**src/rtl/core/nzl_pkg.sv**
```systemverilog
// Nonzero element locator: shared types and constants.
// No dependencies; imported by every module of the block except nzl_checker.
package nzl_pkg;

  localparam int unsigned MaxChannels = 4;
  localparam int unsigned CapW        = 7;   // holds a flush count up to 64

  // configuration register indexes
  localparam logic [2:0] CfgRowLength     = 3'd0;
  localparam logic [2:0] CfgChannelCount  = 3'd1;
  localparam logic [2:0] CfgMaxMatches    = 3'd2;
  localparam logic [2:0] CfgScanDirection = 3'd3;
  localparam logic [2:0] CfgElementKind   = 3'd4;

  // element kinds
  localparam logic [1:0] KindFloat32 = 2'd1;
  localparam logic [1:0] KindFloat64 = 2'd2;

  // one result, linear index in the lowest bits
  typedef struct packed {
    logic [63:0] matched_value;
    logic [1:0]  channel_index;
    logic [15:0] column_index;
    logic [15:0] row_index;
    logic [31:0] linear_index;
  } nzl_res_t;

  // request from the front to the back
  typedef struct packed {
    logic            emit;   // send res now as the only result
    logic            store;  // push res into the recent-match memory
    logic            flush;  // frame end: read back up to cap entries and clear the store
    logic [CapW-1:0] cap;    // min(max_matches, store depth); zero outside last-N mode
    nzl_res_t        res;
  } nzl_cmd_t;

  typedef enum logic [1:0] {
    BK_IDLE,
    BK_READ,
    BK_LOAD
  } nzl_bk_state_e;

endpackage

```
**src/rtl/core/nzl_queue.sv**
```systemverilog
// Two-entry request queue between front and back end.
// Uses nzl_pkg for the request type.
module nzl_queue (
  input  logic               clk_i,
  input  logic               rst_ni,
  input  logic               wr_valid_i,
  output logic               wr_ready_o,
  input  nzl_pkg::nzl_cmd_t  wr_data_i,
  output logic               rd_valid_o,
  input  logic               rd_ready_i,
  output nzl_pkg::nzl_cmd_t  rd_data_o
);
  import nzl_pkg::*;

  nzl_cmd_t   entry_q [2];
  logic       wr_ptr_q, rd_ptr_q;
  logic [1:0] count_q;
  logic       push, pop;

  assign wr_ready_o = count_q != 2'd2;
  assign rd_valid_o = count_q != 2'd0;
  assign push       = wr_valid_i && wr_ready_o;
  assign pop        = rd_valid_o && rd_ready_i;
  assign rd_data_o  = entry_q[rd_ptr_q];

  always_ff @(posedge clk_i) begin
    if (push) entry_q[wr_ptr_q] <= wr_data_i;
  end

  always_ff @(posedge clk_i or negedge rst_ni) begin
    if (!rst_ni) begin
      wr_ptr_q <= 1'b0;
      rd_ptr_q <= 1'b0;
      count_q  <= '0;
    end else begin
      if (push) wr_ptr_q <= !wr_ptr_q;
      if (pop)  rd_ptr_q <= !rd_ptr_q;
      case ({push, pop})
        2'b10:   count_q <= count_q + 2'd1;
        2'b01:   count_q <= count_q - 2'd1;
        default: count_q <= count_q;
      endcase
    end
  end

endmodule

```
**config.mk**
```make
export PLATFORM = sky130hd
export DESIGN_NAME = nzl_queue
export DESIGN_NICKNAME = d
export VERILOG_FILES = /design/src/rtl/core/nzl_pkg.sv /design/src/rtl/core/nzl_queue.sv
export SDC_FILE = /design/constraint.sdc
export NUM_CORES = 1
export LEC_CHECK = 0
export BUFFER_PORTS_ARGS = -buffer_cell sky130_fd_sc_hd__buf_2
export CORE_MARGIN = 2
export CORE_UTILIZATION = 34
export CTS_BUF_LIST = sky130_fd_sc_hd__clkbuf_4 sky130_fd_sc_hd__clkbuf_8
export DETAILED_ROUTE_END_ITERATION = 12
export PLACE_DENSITY = 0.64
export SLEW_MARGIN = 20
export SYNTH_ARGS = -nofsm -noshare
export SYNTH_HDL_FRONTEND = slang
export SYNTH_SLANG_ARGS = --single-unit
```
**constraint.sdc**
```tcl
create_clock -name clk_i -period 9.4 [get_ports clk_i]
set_clock_uncertainty 0.15 [all_clocks]
set_input_delay 1.88 -clock clk_i [delete_from_list [all_inputs] [get_ports clk_i]]
set_output_delay 1.88 -clock clk_i [all_outputs]
set_load 0.02 [all_outputs]
```
### After elaboration in Yosys (flattened, before gate mapping)

Memories as Yosys holds them, arrays and structs flattened.
Cells that the tools add are included.
W data, S select, Z words.

| storage, ports and cells | value |
|---|---|
| flip-flop bits (word level) | 4 |
| bits in writable memories | 280 |
| input bits | 144 |
| output and inout bits | 142 |
| word-level logic and storage cells | 18 |
| memories kept | 1 |

Memories:

| memory | depth | width | rd ports | clocked after memory_dff | write ports | line | text |
|---|---|---|---|---|---|---|---|
| entry_q | 2 | 140 | 1 | 0 | 1 | nzl_queue.sv:15 | `nzl_cmd_t entry_q [2];` |

| operators by class | value |
|---|---|
| add/sub/neg operators | 2 |
| equality and inequality tests | 3 |
| multiplexer cells | 3 |
| reduce and logical (&&, ||, !) cells | 6 |

Operators with widths:

| operator | number |
|---|---|
| $pmux W2 S2 | 1 |
| $reduce_bool A2 Y1 | 2 |
| $add A2 B1 Y2 const B | 1 |
| $eq A2 B1 Y1 const B | 1 |
| $eq A2 B2 Y1 const B | 1 |
| $logic_and A1 B1 Y1 | 2 |
| $logic_not A1 Y1 | 2 |
| $mux W1 | 2 |
| $ne A2 B2 Y1 const B | 1 |
| $sub A2 B1 Y2 const B | 1 |

### Depth between registers and ports, before layout

| depth | value |
|---|---|
| depth after elaboration | 4 |
| depth in mapped cells | 6 |
| depth with buffers taken out | 6 |

### Worst setup path after synthesis

OpenSTA, ideal clock, no wires.

| timing path | value |
|---|---|
| kind | in2reg |
| start | input port wr_valid_i |
| end | memory entry_q[0][0] (netlist bit) (enable) |
| data arrival time | 7.795 ns |
| required time | 8.609 ns |
| setup slack | 0.813 ns |
| stages | 2 |
| cell sequence | nand2_1 -> nor2_1 |

| on the way | value |
|---|---|
| longest elaborated chain between the ends | 3 |

RTL lines:

| element | line | text |
|---|---|---|
| start: declaration | nzl_queue.sv:6 | `input logic wr_valid_i,` |
| $logic_and A1 B1 Y1 | nzl_queue.sv:22 | `assign push = wr_valid_i && wr_ready_o;` |
| $mux W1 | nzl_queue.sv:27 | `if (push) entry_q[wr_ptr_q] <= wr_data_i;` |
| $mux W1 (not written as such) | nzl_queue.sv:27 |  |
| end: declaration | nzl_queue.sv:15 |  |

No other way between the ends.

==> results by group <==
Die
  • Core area: around 0.03 mm2
  • DIE AREA: roughly 0.033 mm2
  • Chip width: 181 um
  • Top Ports: between 200 and 300
  • Cell row count: between 60 and 70
  • Die H: 181 um
  • Initial Util: 34.7%

Route
  • Routed Antenna Nets: 0
  • DRC: 0
  • Via density: approximately 4.4
  • Routed length per instance: approximately 17 um
  • DR iter-0 viols: 240
  • Via Count: 5334
  • Drt pass-1 iters: 4
  • Final WL: 20.8 mm

Power and ir drop
  • LEAKAGE: 5.25 nW
  • Peak supply drop: around 0.2 mV
  • Power per cell area: between 300 and 400 mW/mm2

Final layout
  • Share of cells above drive strength 1: a little over 60%
  • Final #Nets: 923
  • Area grow syn2layout: 25.9%
  • Design area: 0.0134 mm2
  • Most frequent cells in the layout: buf_2 (285), edfxtp_1 (280), mux2_4 (90)
  • Final non-filler cell total: between 1000 and 1500
  • Most common cell after layout, fill and taps aside: buf_2

Logic synthesis
  • Yosys reg bits: approximately 280
  • Yosys warns: 0
  • Synth cell types: 16
  • Post-synth net total: 598
  • Avg Inst Size Synth: ~24 um2
  • Synth Cell Area: 0.0107 mm2
  • Sequential area share after synthesis: around 80%
  • Mapped Cells: approximately 450

Global routing
  • Antenna violations before repair: 5
  • Largest net degree at the start of global routing: 71
  • Vias in the first global route: about 5700
  • First-pass GRT wire length: approximately 31 mm
  • Total grt overflow: 0
  • Total track usage: between 10% and 20%

Setup path
  • Internal reg-to-reg setup slack: around 7 ns
  • Critical Path End Type: primary output
  • Worst path arrival time: 2.71 ns
  • Crit path kind: register to primary output
  • Crit path max fanout: slightly below 60
  • Critical path launch point type: register
  • WP data required: ~7.4 ns

Clocking
  • # Post-CTS Setup Buffers: 0
  • Clock Pin Slew Worst Setup and Hold Paths: roughly 0.060 ns
  • Skew-Pair Late Insertion Delay: approximately 0.52 ns
  • Clk sinks: roughly 280
  • CTS Buf Count: 48
  • CTS tree: yes
  • Post-CTS Hold Buffers: 0
  • Post-cts resize count: 0
  • H-tree depth: 2
  • Longest Clk Path Bufs: 3
  • CTS Root Cell: clkbuf_8

Min path
  • Hold crit path type: register to register

Placement
  • DP HPWL: 13.4 mm
  • Number of port buffers: around 290
  • DP Area: 0.0125 mm2
  • Placed Cells: around 1100
  • Final GP Congestion: slightly above 0.7

STA
  • Setup TNS: 0 ns
  • Fin. Hold Viols: 0
  • Peak Freq: ~210 MHz
  • Max Slew Vio Count: 0
  • RSZ-0062 raised after global routing: false
  • Final period util: 50.4%
  • # setup viols final: 0
  • WHS: about 0.36 ns
  • Slew margin rel.: between 30% and 40%
  • Crit path time final: 4.74 ns
  • Worst-Margin Slew: approximately 1 ns

Run
  • Max_cap viols: 0

Outcome
  • Status: finished clean
## per-stage QoR
stage	util, %	power (mW)	worst slack, ns
after floorplan	-	3.00	0.813
after global placement	40.6	3.36	5.17
after detailed placement	40.6	3.38	5.17
after CTS	43.7	4.46	4.57
after global routing	43.7	4.61	4.49
final	43.7	4.39	4.66
## registers in the layout, summed over array words and instances, names as in the netlist
name,flops
count_q,2
rd_ptr_q,1
wr_ptr_q,1
entry_q,280
## per-layer routing
| layer | routed length, um | GRT usage, % |
|---|---|---|
| met5 | 27 | 0 |
| met3 | 1970 | 5.10 |
| met1 | 8370 | 14.6 |
| met4 | 545 | 4.16 |
| met2 | 9870 | 20.0 |
## area by class of cell
type	count	area, um2
Clock buffer	59	749
Timing Repair Buffer	291	1470
Clock inverter	25	179
Multi-Input combinational cell	153	2020
Sequential cell	284	8510
Antenna cell	3	7.51
Tap cell	396	495
Fill cell	2763	17300
## cell families (layout without fill, tap and decap cells)
group | after synthesis | in the layout | synth area share [%]
XOR/XNOR | 5 | 5 | 0.411
adder cells (fa/ha/maj) | 1 | 1 | 0.117
buffers and inverters | 16 | 375 | 1.43
flip-flops | 284 | 284 | 79.8
multiplexers | 140 | 140 | 17.9
other | 0 | 3 | 0
AND/OR/NAND/NOR | 7 | 7 | 0.340
## critical path, cell delays in order (launching register included)
cell,delay (ns)
dfrtp_4,0.71
buf_4,0.83
mux2_2,0.43
buf_2,0.16
## worst paths after layout
check / startpoint / end / cells past startpoint
min in group asynchronous: rst_ni / count_q[0] / 1
setup / recovery: rd_ptr_q / rd_data_o[32] / 3
setup reg to reg: count_q[0] / entry_q[0][93] / 4
max in group asynchronous: rst_ni / rd_ptr_q / 1
hold / removal: count_q[1] / count_q[1] / 1
hold reg to reg: count_q[1] / count_q[1] / 1
## Yosys cell counts
cell type	count	area share, %
and2_1	1	0.059
or2_2	1	0.059
and3_1	1	0.059
nand2_1	1	0.035
buf_6	10	1.1
nor2_1	2	0.070
xor2_1	2	0.16
edfxtp_1	280	79
dfrtp_1	4	0.94
buf_2	5	0.23
ha_1	1	0.12
xnor2_1	3	0.25
nand2b_1	1	0.059
mux2_4	90	13
buf_8	1	0.14
mux2_2	50	5.3
## report_power, final
part           switching, mW  internal (mW)
sequential            0.0910           1.74
combinational          0.865          0.630
clock                  0.460          0.603
total                   1.42           2.97
Note: power is estimated with default switching activity, not from simulation.
