<file path="config.mk">
export PLATFORM = sky130hd
export DESIGN_NAME = nzl_front
export DESIGN_NICKNAME = d
export VERILOG_FILES = /design/src/rtl/core/nzl_pkg.sv /design/src/rtl/core/nzl_front.sv
export SDC_FILE = /design/constraint.sdc
export NUM_CORES = 1
export LEC_CHECK = 0
export CELL_PAD_IN_SITES_DETAIL_PLACEMENT = 1
export CELL_PAD_IN_SITES_GLOBAL_PLACEMENT = 2
export CORE_MARGIN = 1.5
export CORE_UTILIZATION = 34
export CTS_BUF_LIST = sky130_fd_sc_hd__clkbuf_16
export DETAILED_ROUTE_END_ITERATION = 7
export DONT_BUFFER_PORTS = 1
export PLACE_DENSITY = 0.82
export SYNTH_ARGS = -nofsm -noshare
export SYNTH_HDL_FRONTEND = slang
export SYNTH_SLANG_ARGS = --single-unit
</file>
<file path="constraint.sdc">
create_clock -name clk_i -period 3.24 [get_ports clk_i]
set_clock_uncertainty 0.2 [all_clocks]
set_input_delay 0.972 -clock clk_i [delete_from_list [all_inputs] [get_ports clk_i]]
set_output_delay 0.972 -clock clk_i [all_outputs]
set_load 0.1 [all_outputs]
</file>
<file path="src/rtl/core/nzl_pkg.sv">
// Nonzero element locator: shared types and constants.
// No dependencies; imported by every module of the block except nzl_checker.
package nzl_pkg;

  localparam int unsigned MaxChannels = 4;
  localparam int unsigned CapW        = 7;   // holds a flush count up to 64

  // configuration register indexes
  localparam logic [2:0] CfgRowLength     = 3'd0;
  localparam logic [2:0] CfgChannelCount  = 3'd1;
  localparam logic [2:0] CfgMaxMatches    = 3'd2;
  localparam logic [2:0] CfgScanDirection = 3'd3;
  localparam logic [2:0] CfgElementKind   = 3'd4;

  // element kinds
  localparam logic [1:0] KindFloat32 = 2'd1;
  localparam logic [1:0] KindFloat64 = 2'd2;

  // one result, linear index in the lowest bits
  typedef struct packed {
    logic [63:0] matched_value;
    logic [1:0]  channel_index;
    logic [15:0] column_index;
    logic [15:0] row_index;
    logic [31:0] linear_index;
  } nzl_res_t;

  // request from the front to the back
  typedef struct packed {
    logic            emit;   // send res now as the only result
    logic            store;  // push res into the recent-match memory
    logic            flush;  // frame end: read back up to cap entries and clear the store
    logic [CapW-1:0] cap;    // min(max_matches, store depth); zero outside last-N mode
    nzl_res_t        res;
  } nzl_cmd_t;

  typedef enum logic [1:0] {
    BK_IDLE,
    BK_READ,
    BK_LOAD
  } nzl_bk_state_e;

endpackage

</file>
<file path="src/rtl/core/nzl_front.sv">
// Front end: configuration registers, position counters and zero test.
// Classifies each element into a request for the back end. Uses nzl_pkg.
module nzl_front #(
  parameter int unsigned RECENT_DEPTH = 64
) (
  input  logic               clk_i,
  input  logic               rst_ni,
  input  logic               cfg_we_i,
  input  logic [2:0]         cfg_index_i,
  input  logic [23:0]        cfg_data_i,
  input  logic               in_valid_i,
  output logic               in_ready_o,
  input  logic [63:0]        in_value_i,
  input  logic               in_last_i,
  output logic               req_valid_o,
  input  logic               req_ready_i,
  output nzl_pkg::nzl_cmd_t  req_o
);
  import nzl_pkg::*;

  logic [15:0] row_length_q;
  logic [2:0]  channel_count_q;
  logic [23:0] max_matches_q;
  logic        scan_direction_q;
  logic [1:0]  element_kind_q;

  logic [31:0] elem_q, elem_d;
  logic [15:0] row_q, row_d;
  logic [15:0] col_q, col_d;
  logic [1:0]  chan_q, chan_d;
  logic [23:0] emitted_q, emitted_d;

  logic        accept, nonzero, last_mode, emit, store, flush;
  logic [2:0]  nch;
  logic [15:0] rl;

  always_ff @(posedge clk_i or negedge rst_ni) begin
    if (!rst_ni) begin
      row_length_q     <= 16'd1;
      channel_count_q  <= 3'd1;
      max_matches_q    <= '0;
      scan_direction_q <= 1'b0;
      element_kind_q   <= '0;
    end else if (cfg_we_i) begin
      case (cfg_index_i)
        CfgRowLength:     row_length_q     <= cfg_data_i[15:0];
        CfgChannelCount:  channel_count_q  <= cfg_data_i[2:0];
        CfgMaxMatches:    max_matches_q    <= cfg_data_i;
        CfgScanDirection: scan_direction_q <= cfg_data_i[0];
        CfgElementKind:   element_kind_q   <= cfg_data_i[1:0];
        default: ;
      endcase
    end
  end

  assign in_ready_o = req_ready_i;
  assign accept     = in_valid_i && in_ready_o;
  assign last_mode  = scan_direction_q && (max_matches_q != '0);

  always_comb begin
    case (element_kind_q)
      KindFloat32: nonzero = in_value_i[30:0] != '0;
      KindFloat64: nonzero = in_value_i[62:0] != '0;
      default:     nonzero = in_value_i != '0;
    endcase
  end

  assign emit  = nonzero && !last_mode &&
                 ((max_matches_q == '0) || (emitted_q < max_matches_q));
  assign store = nonzero && last_mode;
  assign flush = in_last_i;

  always_comb begin
    nch = channel_count_q;
    if (nch == 3'd0) nch = 3'd1;
    if (nch > 3'(MaxChannels)) nch = 3'(MaxChannels);
    rl = (row_length_q == '0) ? 16'd1 : row_length_q;
  end

  always_comb begin
    elem_d    = elem_q + 32'd1;
    row_d     = row_q;
    col_d     = col_q;
    chan_d    = chan_q;
    emitted_d = emitted_q;
    if (emit && (emitted_q != 24'hFF_FFFF)) emitted_d = emitted_q + 24'd1;
    if (({1'b0, chan_q} + 3'd1) >= nch) begin
      chan_d = '0;
      if (({1'b0, col_q} + 17'd1) >= {1'b0, rl}) begin
        col_d = '0;
        row_d = row_q + 16'd1;
      end else begin
        col_d = col_q + 16'd1;
      end
    end else begin
      chan_d = chan_q + 2'd1;
    end
    if (in_last_i) begin
      elem_d    = '0;
      row_d     = '0;
      col_d     = '0;
      chan_d    = '0;
      emitted_d = '0;
    end
  end

  always_ff @(posedge clk_i or negedge rst_ni) begin
    if (!rst_ni) begin
      elem_q    <= '0;
      row_q     <= '0;
      col_q     <= '0;
      chan_q    <= '0;
      emitted_q <= '0;
    end else if (accept) begin
      elem_q    <= elem_d;
      row_q     <= row_d;
      col_q     <= col_d;
      chan_q    <= chan_d;
      emitted_q <= emitted_d;
    end
  end

  assign req_valid_o = accept && (emit || store || flush);

  always_comb begin
    req_o.emit  = emit;
    req_o.store = store;
    req_o.flush = flush;
    req_o.cap   = '0;
    if (last_mode) begin
      req_o.cap = (max_matches_q < 24'(RECENT_DEPTH)) ? max_matches_q[CapW-1:0]
                                                      : CapW'(RECENT_DEPTH);
    end
    req_o.res.linear_index  = elem_q;
    req_o.res.row_index     = row_q;
    req_o.res.column_index  = col_q;
    req_o.res.channel_index = chan_q;
    req_o.res.matched_value = in_value_i;
  end

endmodule

</file>
# Word level (Yosys, flattened, before mapping)

Index checks and enable logic that the tools add are counted.

Memories: 0
ROM bits: 0
Word-level logic and storage cells: 76
Bits in registers: 136
Bits in writable memories: 0
Bits in latches: 0

Multiplexer cells: 17
Bitwise logic cells: 0
Equal/unequal tests: 7
Magnitude comparators: 5
Divide/modulo/power cells: 0
Shifts and indexed selects: 0
Reduce and logical (&&, ||, !) cells: 30
Multipliers: 0
Add/sub/neg operators: 7

Operators with widths:

| cell                                                        | count |
|---|---|
| 2-to-1 mux 16 bit                                           | 7 |
| nonzero test 64 bit                                         | 1 |
| nonzero test 63 bit                                         | 1 |
| 2-to-1 mux 24 bit                                           | 2 |
| adder 16 x 1 -> 16 bit, second input constant               | 2 |
| adder 32 x 1 -> 32 bit, second input constant               | 1 |
| 2-to-1 mux 32 bit                                           | 1 |
| nonzero test 31 bit                                         | 1 |
| adder 24 x 1 -> 24 bit, second input constant               | 1 |
| logical NOT 24 bit                                          | 1 |
| less-than comparator 24 bit                                 | 1 |
| less-than comparator 24 x 7 -> 1 bit, second input constant | 1 |
| != test 24 bit, second input constant                       | 1 |
| nonzero test 24 bit                                         | 1 |
| adder 16 x 1 -> 17 bit, second input constant               | 1 |
| greater-or-equal comparator 17 x 16 -> 1 bit                | 1 |
| logical NOT 16 bit                                          | 1 |
| 2-to-1 mux 7 bit                                            | 2 |
| AND reduction 2 bit                                         | 7 |
| logical AND 1 bit                                           | 7 |
| equality test 3 x 2 -> 1 bit, second input constant         | 2 |
| logical NOT 3 bit                                           | 2 |
| 2-to-1 mux 3 bit                                            | 2 |
| nonzero test 2 bit                                          | 3 |
| 13 further kinds                                            | 16 |

# Depth between registers and ports, before layout

Gate-level depths: netlist (run 1).

Word-level depth: 8
Gate-level depth with buffers: 16
Depth with buffers taken out: 14

# Least setup slack after synthesis (run 1)

OpenSTA, ideal clock, no wires.

Path type: register to register
Start: register col_q[4]
End: register row_q[10]
Required time: 2,914 ps
Setup time: 126 ps
Stages on the path, launching flop included: 17
Setup slack: -1,189 ps
Arrival time: 4,103 ps
Period minus slack after synthesis: 4,429 ps
Cells stage by stage: dfrtp_1 and3_1 nand3_1 nor2_1 and3_1 nand3_1 xnor2_1 ha_1 o21a_1 o21ai_1 or2_2 o221ai_2 or2_1 buf_6 nand2_4 buf_6 a221o_1

Longest elaborated chain between the ends: 4

RTL lines:

| item                                         | line             | text |
|---|---|---|
| start, declared                              | nzl_front.sv:29  | `logic [15:0] col_q, col_d;` |
| start signal, assigned                       | nzl_front.sv:117 | `col_q <= col_d;` |
| adder 16 x 1 -> 17 bit                       | nzl_front.sv:89  | `if (({1'b0, col_q} + 17'd1) >= {1'b0, rl}) begin` |
| greater-or-equal comparator 17 x 16 -> 1 bit | nzl_front.sv:89  |  |
| nonzero test 2 bit (no line)                 | --               |  |
| AND reduction 3 bit (no line)                | --               |  |
| end signal, assigned                         | nzl_front.sv:116 | `row_q <= row_d;` |
| end, declared                                | nzl_front.sv:28  | `logic [15:0] row_q, row_d;` |

No other way between the ends.
A chain may end at the register's enable or synchronous reset.

# Worst setup path after layout (run 1)

Start: register max_matches_q[9]
End: output port req_valid_o

Longest elaborated chain between the ends: 8
Elaborated cells between the ends (all ways): 12
Classes of those cells: order compare (1); reduce/logical (11)

RTL lines:

| item                                                                                | line             | text |
|---|---|---|
| start, declared                                                                     | nzl_front.sv:23  | `logic [23:0] max_matches_q;` |
| start signal, assigned                                                              | nzl_front.sv:48  | `CfgMaxMatches: max_matches_q <= cfg_data_i;` |
| parallel branches: the longest is 5 deep, another holds less-than comparator 24 bit | --               |  |
| logical OR 1 bit (*) (2 in a row)                                                   | nzl_front.sv:123 | `assign req_valid_o = accept && (emit \|\| store \|\| flush);` |
| logical AND 1 bit (*)                                                               | nzl_front.sv:123 |  |
| end, declared                                                                       | nzl_front.sv:15  | `output logic req_valid_o,` |

Every way passes the cells marked *.

==> results of run 1 <==
[power groups by stage]
stage | Clock [mW] | Combinational [mW] | Sequential [mW]
CTS | 2.20 | 2.19 | 2.18
detailed placement | 0 | 1.97 | 2.20
finish | 2.16 | 2.31 | 2.19
global placement | 0 | 1.90 | 2.19
floorplan | 0 | 1.35 | 2.61
global route | 2.25 | 2.50 | 2.21
[worst max-delay path, stage by stage (launching register included)]
cell and delay (ns):
dfrtp_1 0.34, inv_2 0.05, ha_1 0.31, a41oi_2 0.24, o21ai_2 0.11, a221oi_2 0.32, o211ai_2 0.19, a21o_4 0.27
inv_6 0.06, nor3_4 0.04, nor2_4 0.47
[layer usage]
metal  global-route usage (%)  up-vias
li1                         -     3636
met1                     27.1     3966
met2                     40.1      240
met3                     5.33       50
met4                     7.96        0
met5                        0        -
[layout make-up]
cell class                 instances  area share (%)
sequential                       136            29.8
timing repair buffer             191            14.3
multi-input combinational        677            44.9
tap                              330            3.58
clock buffer                      17            3.69
clock inverter                    14            1.79
inverter                          54            1.80
antenna                            3          0.0651
[cell families (layout without fill, tap and decap cells)]
family	count (synthesis)	count (layout)
buf+inv	158	276
flops	136	136
other cells	0	3
mux	6	6
compound gates	192	192
simple gates	396	397
fa+ha+maj	49	49
xor+xnor	33	33
[sequential cells by signal, indices dropped and copies added, names as in the netlist, 2 cells and up]
name / cells
elem_q: 32
col_q: 16
channel_count_q: 3
emitted_q: 24
element_kind_q: 2
chan_q: 2
max_matches_q: 24
row_q: 16
row_length_q: 16
[cells in the mapped netlist (4+ instances only)]
cell and count:
nor4b_1 7, nor2_1 60, nor3_1 25, buf_6 4, and3_1 38, xnor2_1 11
a211o_1 5, nor2b_1 10, o2bb2ai_1 5, buf_4 68, ha_1 49, inv_1 53
nand2_1 101, dfrtp_1 134, or3_1 9, nor4_1 30, nand4_1 25, a22o_1 5
buf_2 7, clkbuf_1 23, and3b_1 7, and2_1 6, nand3_1 38, a21oi_1 19
a31oi_1 4, a21o_1 14, o211ai_1 5, o21ai_0 85, a221o_1 23, xor2_1 22
nor3b_1 15, nand2b_1 6, mux2_2 6
[cell usage in the layout (no fill, tap or decap), types with 8 or more instances in the layout]
cell type	count
a21o_1	14
a21oi_1	19
a221o_1	23
and3_1	36
buf_12	13
buf_4	165
buf_6	11
clkbuf_16	17
dfrtp_1	122
dfrtp_4	8
ha_1	35
ha_4	14
inv_1	47
nand2_1	100
nand3_1	32
nand4_1	25
nor2_1	52
nor2b_1	9
nor3_1	23
nor3b_1	14
nor4_1	20
o21ai_0	72
o21ai_2	11
xor2_1	19
[final timing paths]
path / start / end / slack, ns
worst max-delay path: max_matches_q[9]$_DFFE_PN0P_ / req_valid_o / -0.75
worst min-delay path: rst_ni / max_matches_q[22]$_DFFE_PN0P_ / 0.04
worst max register to register: col_q[0]$_DFFE_PN0P_ / row_q[1]$_DFFE_PN0P_ / -0.36
worst min register to register: channel_count_q[0]$_DFFE_PN1P_ / channel_count_q[0]$_DFFE_PN1P_ / 0.32
max in group asynchronous: rst_ni / channel_count_q[0]$_DFFE_PN1P_ / 2.54
min in group clk_i: channel_count_q[0]$_DFFE_PN1P_ / channel_count_q[0]$_DFFE_PN1P_ / 0.32
[stage by stage]
| stage | TNS [ns] | total power, mW | hold WS, ns | cells | utilization, % |
|---|---|---|---|---|---|
| finish | -11.02 | 6.65 | 0.0391 | 1422 | 45.8 |
| global route | -15.96 | 6.96 | 0.0224 | 1422 | 45.8 |
| CTS | -10.05 | 6.57 | 0.0281 | 1408 | 44.4 |
| detailed placement | -17.15 | 4.17 | 0.307 | 1355 | 39.5 |
| global placement | -13.51 | 4.09 | 0.300 | 1355 | 39.5 |
| floorplan | -12.19 | 3.96 | 0.274 | 970 | - |
[repair_timing]
action,in CTS,in global routing
buffers inserted,20,15
gates cloned,2,0
resized for setup,86,46
pin swaps,45,19
setup endpoints to repair,53,41
==> results_dict.tcl, run 1 <==
set metrics [dict create \
    vias 7892 \
    ant_nets 0 \
    p_int_mw 4.16 \
    tightest_slew_ns 1.06 \
    synth_top_family_by_area "simple AND/OR/NAND/NOR gates" \
    layout-drive-gt1-share_pct 31.8 \
    gp_congestion 0.780 \
    die-height_um 163 \
    cap_viol_max_count 0 \
    synthAdderAreaFrac_pct 7.02 \
    ios 239 \
    routed_wl_mm 31.0 \
    crit_required_ns 2.07 \
    core_um2 25200 \
    reg2reg_depth 14 \
    crit_type "register to output port" \
    rows 58 \
    power.density_nw_per_um2 577 \
    clock_latency_ns 0.42 \
    period_needed_ns 3.99 \
    wl_met2_mm 16.0 \
    drc_errors 0 \
    grt_first_pass_wirelength_mm 46.4 \
    dr.pass1.iters 5 \
    antenna_found_initial 3 \
    clk_path_buf_depth 2 \
    wl_met3_mm 1.77 \
    ys.flop_type "dfrtp_1" \
    maxSlewViolCount 0 \
    numCtsBuffers 17 \
    ir_drop_mv 0.365 \
    grt_overflow 0 \
    nets 1223 \
    netlist_top_cells_area "dfrtp_1 (38%), ha_1 (7.0%), buf_4 (5.8%), o21ai_0 (4.9%), nand2_1 (4.3%)" \
    max_freq_mhz 250 \
    min_path_type "input port to async pin" \
    grt.total_usage_pct 22.8 \
    clk_pin_slew_ns 0.06 \
    synth_top_area_share_pct 38.4 \
    drt_iter0_drc 359 \
    synth-async-reset-ratio_pct 100 \
    endpoint_kind "output port" \
    syn_nets 1116 \
    synth_edf_count 0 \
    multiInputGateArea_um2 5190 \
    grt_max_degree 137 \
    synthMuxAreaShare_pct 0.774 \
    p_leak_nw 5.18 \
    worstPathMaxFanout 3 \
    postCtsHoldBufs 0 \
    critPathLaunchType "register" \
    synth-simple-area-share_pct 24.6 \
    ys_ff_latch 136 \
    fin_crit_sh_pct 123 \
    htree_levels 4 \
    power_frac_comb_pct 34.8 \
    pwr-share-clk_pct 32.4 \
    netlist_instances 970 \
    clkSinkCount 136 \
    die_x_um 163 \
    highest_layer "met4" \
    yosysWarningCount 0 \
    design_area_um2 11500 \
    violations "negative setup slack" \
    dpl.hpwl_mm 21.9 \
    switching_share_pct 37.5 \
    fillers 2835 \
    synth_xor_area_share_pct 3.31 \
    status "complete, but fails checks" \
    syn_avg_cell_area_um2 9.00 \
    sequentialPowerShare_pct 32.9 \
    area_growth_pct 32.1 \
    p_sw_mw 2.49 \
    placed_area_um2 9950 \
    grt_pass1_vias 8469 \
    setup_violations 41 \
    cp_data_arrival_time_ns 2.82 \
    ys_seq_area_share_pct 39.0 \
    cts_tree "yes" \
    hold_viol_final 0 \
    maxSlewHeadroom_pct 29.6 \
    cts_root_buf "clkbuf_16" \
    wl_per_cell_um 21.8 \
    start_util_pct 34.7 \
    die_area_um2 26700 \
    rsz0062_at_grt "yes" \
    io_buffers 0 \
    yosysUniqueCellTypes 70 \
    worst_slack_ns -0.755 \
    syn-cell-area_um2 8730 \
    wl_met1_mm 12.6 \
    place_worst_setup_slack_ns -0.752 \
    yosys.area.top_type "dfrtp_1" \
    synth_compound_area_share_pct 15.1 \
    regArea_um2 3440 \
    vias_per_cell 5.55 \
]
Note: power is estimated with default switching activity, not from simulation.
==> inputs of run 2 (changes only) <==
--- a/config.mk
+++ b/config.mk
@@ -12,7 +12,7 @@
 export CTS_BUF_LIST = sky130_fd_sc_hd__clkbuf_16
 export DETAILED_ROUTE_END_ITERATION = 7
 export DONT_BUFFER_PORTS = 1
-export PLACE_DENSITY = 0.82
+export PLACE_DENSITY_LB_ADDON = 0.1
 export SYNTH_ARGS = -nofsm -noshare
 export SYNTH_HDL_FRONTEND = slang
 export SYNTH_SLANG_ARGS = --single-unit
==> results_dict.tcl, run 2 (synthesized netlist as in run 1, its figures left out) <==
set metrics [dict create \
    status "complete, but fails checks" \
    violations "negative setup slack" \
    io_buffers 0 \
    gp_congestion 0.813 \
    grt_max_degree 137 \
    ant_nets 0 \
    layout_common_cells "buf_4 (169), dfrtp_1 (122), nand2_1 (101), o21ai_0 (70), nor2_1 (53)" \
    cts_root_buf "clkbuf_16" \
    period_needed_ns 4.08 \
    grt_overflow 0 \
    min_path_type "input port to async pin" \
    rows 58 \
    power.density_nw_per_um2 560 \
    numCtsBuffers 17 \
    r2r-end "row_q[9]$_DFFE_PN0P_" \
    cap_viol_max_count 0 \
    final_common_cell "buf_4" \
    area_growth_pct 34.5 \
    cts_tree "yes" \
    htree_levels 4 \
    n_antenna_cell 0 \
    endpoint_kind "output port" \
    clkSinkCount 136 \
    reg2reg_depth 12 \
    die_x_um 163 \
    placed_cells 1362 \
    setup_violations 40 \
    p_leak_nw 5.26 \
    vias_per_cell 5.45 \
    nets 1237 \
    ir_drop_mv 0.560 \
    antenna_found_initial 0 \
    worst_slack_ns -0.842 \
    grt.total_usage_pct 22.5 \
    clk_pin_slew_ns 0.06 \
    drt_iter0_drc 332 \
    cp_data_arrival_time_ns 2.91 \
    placed_area_um2 10000 \
    worstPathMaxFanout 3 \
    tightest_slew_ns 1.08 \
    fin_util_pct 46.7 \
    grt_first_pass_wirelength_mm 46.3 \
    largest_register_ffs 32 \
    reg2reg_from "col_q[0]$_DFFE_PN0P_" \
    die-height_um 163 \
    hold_viol_final 0 \
    max_freq_mhz 245 \
    maxSlewHeadroom_pct 28.0 \
    routed_wl_mm 29.8 \
    final_cells 1434 \
    clock_latency_ns 0.44 \
    grt_pass1_vias 8461 \
    dpl.hpwl_mm 21.3 \
    maxSlewViolCount 0 \
    top_register "elem_q" \
    ios 239 \
    fillers 2810 \
    core_um2 25200 \
    layout-drive-gt1-share_pct 34.0 \
    start_util_pct 34.7 \
    top_regs "elem_q: 32 flops, emitted_q: 24 flops, max_matches_q: 24 flops" \
    design_area_um2 11700 \
    rrSetupSlack_ns -0.38 \
    startpoint "max_matches_q[19]$_DFFE_PN0P_" \
    crit_type "register to output port" \
    rsz0062_at_grt "yes" \
    crit_required_ns 2.07 \
    clk_path_buf_depth 2 \
    vias 7815 \
    die_area_um2 26700 \
    fin_crit_sh_pct 126 \
    postCtsHoldBufs 0 \
    drc_errors 0 \
    dr.pass1.iters 4 \
    wl_per_cell_um 20.8 \
    critPathLaunchType "register" \
]
==> run 2: worst max-delay path by stage <==
stage | endpoint | slack, ns
floorplan | row_q[11]$_DFFE_PN0P_ | -0.54
global placement | req_valid_o | -0.67
detailed placement | req_valid_o | -0.71
CTS | req_valid_o | -0.80
global route | req_valid_o | -0.94
finish | req_valid_o | -0.84
==> run 2: per-stage QoR <==
step | TNS [ns] | power [mW] | setup WS, ns | hold slack, ns
after floorplan | -12.19 | 3.96 | -0.541 | 0.274
after global placement | -10.38 | 4.14 | -0.667 | 0.301
after detailed placement | -14.77 | 4.25 | -0.712 | 0.312
after CTS | -14.19 | 6.52 | -0.804 | 0.0114
after global routing | -15.51 | 6.91 | -0.945 | 0.00701
final | -11.41 | 6.58 | -0.842 | 0.0332
==> run 2: timing repair <==
action	4_1_cts	5_1_grt
endpoints found under the hold margin	0	0
resized for setup	96	55
gates cloned	3	0
endpoints found under the setup margin	53	53
pin swaps	53	42
setup buffers	24	22
==> run 2: final cells by class <==
| type | instances | area (µm²) | area share [%] |
|---|---|---|---|
| multi-input combinational | 677 | 5230 | 44.5 |
| sequential | 136 | 3440 | 29.3 |
| timing repair buffer | 205 | 1850 | 15.8 |
| clock buffer | 17 | 425 | 3.62 |
| tap | 330 | 413 | 3.51 |
| inverter | 54 | 208 | 1.77 |
| clock inverter | 15 | 179 | 1.52 |
==> run 2: report_power, final <==
group          leakage, nW  internal, mW  total [mW]  switching (mW)
clock network        0.297          1.22        2.06           0.842
registers             1.72          1.94        2.18           0.238
logic                 3.24         0.905        2.35            1.44
total                 5.26          4.06        6.58            2.52
==> run 2: critical path, stage by stage (launching register included) <==
cell and delay (ns):
dfrtp_1 0.40, inv_1 0.12, ha_4 0.22, nand4_1 0.24, nor3_2 0.09, a221oi_2 0.34
o211ai_2 0.20, a21o_4 0.25, inv_6 0.05, nor3_4 0.04, nor2_4 0.50
==> run 2: per-layer routing <==
layer | global-route usage [%] | share of wire, %
met5 | 0 | 0
met1 | 26.4 | 41
met2 | 38.9 | 51
met3 | 6.40 | 5.5
met4 | 8.34 | 2.3
==> inputs of run 3 (changes only) <==
--- a/config.mk
+++ b/config.mk
@@ -12,7 +12,8 @@
 export CTS_BUF_LIST = sky130_fd_sc_hd__clkbuf_16
 export DETAILED_ROUTE_END_ITERATION = 7
 export DONT_BUFFER_PORTS = 1
-export PLACE_DENSITY_LB_ADDON = 0.1
+export PLACE_DENSITY = 0.72
+export REMOVE_ABC_BUFFERS = 1
 export SYNTH_ARGS = -nofsm -noshare
 export SYNTH_HDL_FRONTEND = slang
 export SYNTH_SLANG_ARGS = --single-unit
==> constraint.sdc (replaced) <==
create_clock -name clk_i -period 3.45 [get_ports clk_i]
set_clock_uncertainty 0.2 [all_clocks]
set_input_delay 1.035 -clock clk_i [delete_from_list [all_inputs] [get_ports clk_i]]
set_output_delay 1.035 -clock clk_i [all_outputs]
set_load 0.1 [all_outputs]
==> results_dict.tcl, run 3 (synthesized netlist as in run 1, its figures left out) <==
set metrics [dict create \
    status "complete, but fails checks" \
    violations "negative setup slack" \
    worstPathMaxFanout 3 \
    layout-drive-gt1-share_pct 29.9 \
    top_register "elem_q" \
    design_area_um2 11400 \
    antenna_found_initial 9 \
    crit_required_ns 2.21 \
    postCtsHoldBufs 0 \
    ir_drop_mv 0.429 \
    power_frac_comb_pct 33.9 \
    grt_overflow 0 \
    clk_path_buf_depth 2 \
    gp_congestion 0.783 \
    grt_first_pass_wirelength_mm 47.4 \
    maxSlewHeadroom_pct 30.4 \
    ios 239 \
    final_common_cell "buf_4" \
    dpl.hpwl_mm 22.5 \
    clock_latency_ns 0.43 \
    clk_pin_slew_ns 0.07 \
    p_leak_nw 5.16 \
    power.density_nw_per_um2 541 \
    nets 1222 \
    die_x_um 163 \
    cp_data_arrival_time_ns 2.74 \
    grt_max_degree 137 \
    p_sw_mw 2.31 \
    hold_viol_final 0 \
    setup_violations 29 \
    sequentialPowerShare_pct 33.5 \
    min_path_type "input port to async pin" \
    rsz0062_at_grt "yes" \
    core_um2 25200 \
    endpoint_kind "output port" \
    p_total_mw 6.15 \
    top_regs "elem_q: 32 flops, emitted_q: 24 flops, max_matches_q: 24 flops" \
    final_cells 1427 \
    fillers 2872 \
    largest_register_ffs 32 \
    finalSetupTns_ns -4.15 \
    die-height_um 163 \
    fin_util_pct 45.1 \
    die_area_um2 26700 \
    pwr-share-clk_pct 32.6 \
    clkSinkCount 136 \
    rows 58 \
    multiInputGateArea_um2 5040 \
    cts_tree "yes" \
    max_freq_mhz 252 \
    vias 7724 \
    switching_share_pct 37.6 \
    crit_type "input port to output port" \
    layout_common_cells "buf_4 (164), dfrtp_1 (131), nand2_1 (101), o21ai_0 (76), nor2_1 (54)" \
    wl_per_cell_um 21.9 \
    p_int_mw 3.84 \
    tightest_slew_ns 1.04 \
    io_buffers 0 \
    dr.pass1.iters 4 \
    fin_crit_sh_pct 115 \
    critPathLaunchType "input port" \
    cts_root_buf "clkbuf_16" \
    htree_levels 4 \
    drt_iter0_drc 288 \
    placed_cells 1357 \
    numCtsBuffers 17 \
    grt_pass1_vias 8203 \
    area_growth_pct 30.1 \
    vias_per_cell 5.41 \
    placed_area_um2 9800 \
    period_needed_ns 3.97 \
    cap_viol_max_count 0 \
    worst_slack_ns -0.522 \
    maxSlewViolCount 0 \
    routed_wl_mm 31.2 \
    place_worst_setup_slack_ns -0.675 \
    ant_nets 0 \
    grt.total_usage_pct 23.3 \
    start_util_pct 34.7 \
    drc_errors 0 \
    regArea_um2 3410 \
    fin_hold_ws_ns 0.0951 \
]
run 3: cell types whose count changed in the layout (fill, tap and decap cells not counted), sizes merged:
cell,change
clkinvlp,-1
bufinv,+1
diode,+8
buf,-15
run 3: critical path: stages:
cell     delay [ns]
nor4_2         0.26
nand4_1        0.24
nor4_1         0.25
o211a_1        0.30
and3b_2        0.28
nor3_4         0.12
nor2_2         0.06
buf_12         0.17
run 3: power by group through the flow:
stage	logic [mW]	clock network, mW	registers [mW]
finish	2.08	2.01	2.06
global route	2.26	2.10	2.09
CTS	1.99	2.04	2.05
detailed placement	1.83	0	2.07
global placement	1.78	0	2.06
floorplan	0.800	0	2.44
run 3: worst paths after layout:
path | slack (ns) | endpoint | from | cells past startpoint
min in group clk_i | 0.33 | channel_count_q[0]$_DFFE_PN1P_ | channel_count_q[0]$_DFFE_PN1P_ | 2
max reg2reg | -0.10 | row_q[10]$_DFFE_PN0P_ | col_q[0]$_DFFE_PN0P_ | 13
min | 0.1 | row_q[2]$_DFFE_PN0P_ | rst_ni | 0
max | -0.52 | req_valid_o | in_value_i[9] | 8
max in group asynchronous | 2.66 | channel_count_q[0]$_DFFE_PN1P_ | rst_ni | 0
min reg2reg | 0.33 | channel_count_q[0]$_DFFE_PN1P_ | channel_count_q[0]$_DFFE_PN1P_ | 2
run 3: per-layer routing:
layer	GRT usage, %	vias up	part of all wire, %
met5	0	-	0
met3	4.70	39	4.8
met4	9.09	0	2.8
met1	26.3	3829	40
li1	-	3647	-
met2	42.8	209	53
run 3: layout make-up:
type	instances	area share, %
Clock inverter	15	1.77
Tap cell	330	3.63
Antenna cell	8	0.176
Clock buffer	17	3.74
Timing Repair Buffer	190	14.5
Inverter	54	1.81
Multi-Input combinational cell	677	44.4
Sequential cell	136	30.0
run 3: what timing repair did:
action,CTS,global route
pin swaps,46,46
resized for setup,71,57
endpoints found under the setup margin,42,42
setup buffers,21,8
cloned,2,0
